File: src/rtl/core/wardet_pkg.sv
// ----------------------------------------------------------------------------
// wardet_pkg
// Types and codes shared by the write-after-read detector modules.
// ----------------------------------------------------------------------------
`timescale 1ns / 1ps
`default_nettype none

package wardet_pkg;

	localparam int ADDR_W = 32;
	localparam int DATA_W = 32;
	localparam int CFG_INDEX_W = 2;
	localparam int CFG_DATA_W = 32;

	localparam logic [1:0] OP_READ  = 2'd0;
	localparam logic [1:0] OP_WRITE = 2'd1;
	localparam logic [1:0] OP_CLEAR = 2'd2;
	localparam logic [1:0] OP_NONE  = 2'd3;

	localparam logic [CFG_INDEX_W-1:0] CFG_IGNORE_ENABLE = 2'd0;
	localparam logic [CFG_INDEX_W-1:0] CFG_IGNORE_BASE   = 2'd1;
	localparam logic [CFG_INDEX_W-1:0] CFG_IGNORE_LENGTH = 2'd2;

	typedef struct packed {
		logic [1:0]        op;
		logic [ADDR_W-1:0] address;
		logic [DATA_W-1:0] data_value;
		logic [ADDR_W-1:0] instr_pc;
	} item_t;

	typedef struct packed {
		logic              war_found;
		logic              skipped;
		logic              table_full;
		logic [ADDR_W-1:0] conflict_address;
		logic [ADDR_W-1:0] read_pc_out;
		logic [DATA_W-1:0] read_value_out;
		logic [ADDR_W-1:0] write_pc_out;
		logic [DATA_W-1:0] write_value_out;
	} result_t;

	typedef struct packed {
		logic insert;
		logic clear;
	} set_ctrl_t;

	typedef struct packed {
		logic hit;
		logic full;
	} set_stat_t;

endpackage

`default_nettype wire

File: src/rtl/core/wardet_tag_cam.sv
// ----------------------------------------------------------------------------
// wardet_tag_cam
// Address set held in flip-flops, with a parallel compare on every entry.
// ----------------------------------------------------------------------------
`timescale 1ns / 1ps
`default_nettype none

module wardet_tag_cam #(
	parameter int ENTRIES = 64
) (
	input  wire logic                               clk,
	input  wire logic                               arst_n,
	input  wire wardet_pkg::set_ctrl_t              ctrl,
	input  wire logic [wardet_pkg::ADDR_W-1:0]      lookup_address,
	output wardet_pkg::set_stat_t                   stat,
	output logic [$clog2(ENTRIES)-1:0]              hit_index,
	output logic [$clog2(ENTRIES)-1:0]              free_index
);

	localparam int IDX_W = $clog2(ENTRIES);

	logic [ENTRIES-1:0]                 valid_q;
	logic [wardet_pkg::ADDR_W-1:0]      tag_q [ENTRIES];
	logic [ENTRIES-1:0]                 match;

	always_comb begin
		for (int i = 0; i < ENTRIES; i++) begin
			match[i] = valid_q[i] && (tag_q[i] == lookup_address);
		end
	end

	// Entries are never duplicated, so at most one match bit is set and an
	// OR of the matching indexes gives the hit position.
	always_comb begin
		hit_index = '0;
		for (int i = 0; i < ENTRIES; i++) begin
			if (match[i]) begin
				hit_index = hit_index | IDX_W'(i);
			end
		end
	end

	always_comb begin
		free_index = '0;
		for (int i = ENTRIES - 1; i >= 0; i--) begin
			if (!valid_q[i]) begin
				free_index = IDX_W'(i);
			end
		end
	end

	assign stat.hit  = |match;
	assign stat.full = &valid_q;

	always_ff @(posedge clk or negedge arst_n) begin
		if (!arst_n) begin
			valid_q <= '0;
		end else if (ctrl.clear) begin
			valid_q <= '0;
		end else if (ctrl.insert) begin
			valid_q[free_index] <= 1'b1;
		end
	end

	always_ff @(posedge clk) begin
		if (ctrl.insert) begin
			tag_q[free_index] <= lookup_address;
		end
	end

endmodule

`default_nettype wire

File: config.mk
export PLATFORM = sky130hd
export DESIGN_NAME = wardet_tag_cam
export DESIGN_NICKNAME = d
export VERILOG_FILES = /design/src/rtl/core/wardet_pkg.sv /design/src/rtl/core/wardet_tag_cam.sv
export SDC_FILE = /design/constraint.sdc
export NUM_CORES = 2
export LEC_CHECK = 0
export BUFFER_PORTS_ARGS = -buffer_cell sky130_fd_sc_hd__buf_2
export CORE_MARGIN = 3
export CORE_UTILIZATION = 30
export DETAILED_ROUTE_END_ITERATION = 8
export PLACE_DENSITY_LB_ADDON = 0.05
export RECOVER_POWER = 25
export SYNTH_ARGS = -nofsm -noshare
export SYNTH_HDL_FRONTEND = slang
export SYNTH_SLANG_ARGS = --single-unit
export TNS_END_PERCENT = 1
File: constraint.sdc
create_clock -name clk -period 6.35 [get_ports clk]
set_clock_uncertainty 0.05 [all_clocks]
set_input_delay 0.3175 -clock clk [delete_from_list [all_inputs] [get_ports clk]]
set_output_delay 0.3175 -clock clk [all_outputs]
set_load 0.02 [all_outputs]
==> qor.csv <==
stage,metric,value,unit
synthesis,number of register bits inferred by synthesis,2112,
placed_design,input/output buffers,49,
floorplanning,IO Count,50,
routing,post-route ant nets,0,
pwr,P_leak,0.0320,uW
synthesis,Mean Syn Cell Area,16.2,um2
floorplanning,die height,555,um
grt,pin count of the biggest net entering global routing,65,
routing,First DRT Iteration DRCs,4193,
setup_path,crit end category,output port,
synthesis,syn nets,5625,
synthesis,"area leader, netlist",edfxtp_1,
setup_path,critical-path cell list,dlygate4sd3_1 -> buf_8 -> clkbuf_1 -> xnor2_1 -> nand4_1 -> nor4_1 -> nand3_1 -> o2111ai_1 -> nor4_1 -> nand3_1 -> nand4b_1 -> buf_2,
pwr,VDD IR max,0.221,mV
synthesis,"EDFF count, synth",2048,
cells_and_area,Final Util,35.0,%
timing,"Slew Viols, Final",149,
routing,Routed wire per std cell,30.2,um
setup_path,required time of the critical path,5.98,ns
floorplanning,initial core utilization,30.3,%
grt,initial antenna violation count,43,
routing,total wire length,307000,um
timing,Final Critical Period,5.98,ns
cts,clock slew at reported path FFs,0.06,ns
timing,Fin Hold WS,0.0761,ns
timing,Setup TNS,0,ns
cells_and_area,share of post-route cells with drive strength above 1,10.9,%
cells_and_area,fin cells,10176,
run,max_cap viols,5,
routing,via/cell ratio,4.73,
run_status,status,finished with violations,
synthesis,Post-synth ARST share,3.03,%
synthesis,"top cells by area, synth","edfxtp_1, xnor2_1, xor2_1, nand4_1, dfrtp_1",
synthesis,largest family of logic cells by synthesized area,XOR/XNOR gates,
setup_path,startpoint type of the worst setup path,primary input,
timing,final worst path period share,94.2,%
setup_path,crit path kind,in2out,
setup_path,Max stage delay on crit path,1.16,ns
routing,drt drc,0,
cts,CTS Buf Count,245,
cts,Clock Path Buffers,4,
floorplanning,row cnt,200,
timing,RSZ-0062 raised after global routing,false,
timing,"Hold Vio Cnt, Final",0,
cts,H-Tree Depth,4,
synthesis,post-synth cell types,73,
run_status,failing checks,"max-capacitance violations, max-slew violations",
setup_path,Crit Path Max Fanout,17,
cells_and_area,Layout Area Growth over Synthesis,15.6,%
timing,Fmax achieved,167,MHz
synthesis,Post-Synth Adder-Cell Area,0,%
synthesis,"Seq/Total Area, Yosys",69.9,%
cts,"Clk Latency, worst-skew pair",0.90,ns
timing,Final Setup Violations,0,
pwr,Pwr Density,295,nW/um2
grt,vias in the first global route,48074,
timing,Tightest Pin Transition,3.79,ns
placed_design,Placer Congestion,0.798,
cts,clock root cell,clkbuf_16,
synthesis,mux cell area share after synthesis,0,%
placed_design,# placed instances,9674,
synthesis,Synth top area share,68.1,%
placed_design,Detailed Place HPWL,192000,um
synthesis,Synth Warn #,0,
routing,Vias,48109,
floorplanning,die width,555,um
timing,Max-slew headroom,-153,%
setup_path,Critical Path AT,5.62,ns
grt,remaining global-route overflow,0,
grt,global-route wire length before repair,421000,um
synthesis,Post-Synth Simple-Gate Area,6.46,%
cells_and_area,nets,6052,
floorplanning,Core Box Area,298000,um2
grt,GRT Util Overall,19.7,%
setup_path,Crit-path slowest cell,clkbuf_1,
synthesis,Synth Cell Area,90300,um2
min_path,Tightest Hold Check Type,in2reg,
synthesis,Most used DFF post-synth,edfxtp_1,
synthesis,Compound-Gate Fraction of Synth Area,1.20,%
setup_path,R2R setup slack,1.88,ns
cts,CTS Sinks,2112,
cts,CTS tree,done,
synthesis,XOR/XNOR Fraction of Synth Area,19.8,%
routing,DR pass1 iterations,5,
synthesis,Syn Inst Count,5589,
floorplanning,die area,308000,um2
## stage by stage
| stage | setup WS (ns) | cell area (um2) | total power (uW) |
|---|---|---|---|
| 6_report | 0.367 | 104000 | 30800 |
| 4_1_cts | 0.455 | 105000 | 31400 |
| 5_1_grt | 0.274 | 104000 | 31900 |
| 2_1_floorplan | 1.72 | 90300 | 16600 |
| 3_3_place_gp | 1.04 | 96900 | 17500 |
| 3_5_place_dp | 1.09 | 96900 | 17500 |
## cell usage in the layout, fill, tap and decap left out, types with 64 or more instances in the layout
master	count
clkinv_1	69
clkbuf_16	246
xor2_1	549
dfrtp_1	64
nand3_1	115
nor4_1	183
buf_4	233
edfxtp_1	2048
nand4_1	390
xnor2_1	1490
nor2_1	72
clkbuf_1	165
## what timing repair did
action	CTS	global route
gates resized for setup	0	0
hold buffers	34	0
endpoints found under the hold margin	517	0
setup buffers	0	0
## layout make-up
cell class	instances	area, um2
inverters	33	124
flip-flops and latches	2112	63100
well taps	3939	4930
clock buffers	319	6430
fillers	28509	194000
diodes	20	50.0
repair buffers	441	3680
clock inverters	129	1110
multi-input cells	3183	24900
## flip-flops by register name, summed over array words and instances (netlist names)
signal   flops
tag_q     2048
valid_q     64
## worst max-delay path: cells and delay by family
| kind | cells | cell delay, ns |
|---|---|---|
| AO/OA/AOI/OAI | 1 | 0.30 |
| XOR/XNOR | 1 | 0.24 |
| buffers and inverters | 4 | 2.24 |
| AND/OR/NAND/NOR | 6 | 2.39 |
## cells in the mapped netlist (57+ instances only)
cell type,instances
nand3_1,115
dfrtp_1,64
buf_4,104
buf_6,116
nand4_1,390
xor2_1,549
edfxtp_1,2048
nor2_1,86
nor4_1,186
xnor2_1,1490
and3_1,60
a31oi_1,57
## routing by layer
layer | vias to the layer above | global-route usage (%) | part of all wire [%]
li1 | 21503 | - | -
met1 | 25234 | 28.9 | 48
met2 | 1043 | 30.9 | 46
met3 | 325 | 2.90 | 4.4
met4 | 4 | 3.92 | 2.0
met5 | - | 0 | 0.0078
## logic make-up (layout without fill, tap and decap cells)
group | after synthesis | count (layout)
flip-flops | 2112 | 2112
XOR/XNOR | 2040 | 2040
AND/OR/NAND/NOR | 990 | 990
buffers and inverters | 294 | 922
AO/OA/AOI/OAI | 153 | 153
other | 0 | 20
## final timing paths
path,start,end,cells after the start
max,lookup_address[6],stat[1],12
min,ctrl[0],valid_q[11]$_DFFE_PN0P_,3
max reg2reg,valid_q[57]$_DFFE_PN0P_,tag_q[36][15]$_DFFE_PP_,9
min reg2reg,valid_q[9]$_DFFE_PN0P_,valid_q[9]$_DFFE_PN0P_,2
max in group asynchronous,arst_n,valid_q[48]$_DFFE_PN0P_,2
min in group asynchronous,arst_n,valid_q[18]$_DFFE_PN0P_,2
## power breakdown
part | internal, uW | switching, uW | total (uW) | leakage, uW
Sequential | 15300 | 13.9 | 15300 | 0.0193
Clock | 7770 | 5850 | 13600 | 0.00366
Combinational | 582 | 1270 | 1860 | 0.00906
Total | 23700 | 7130 | 30800 | 0.0320
Note: power is estimated with default switching activity, not from simulation.
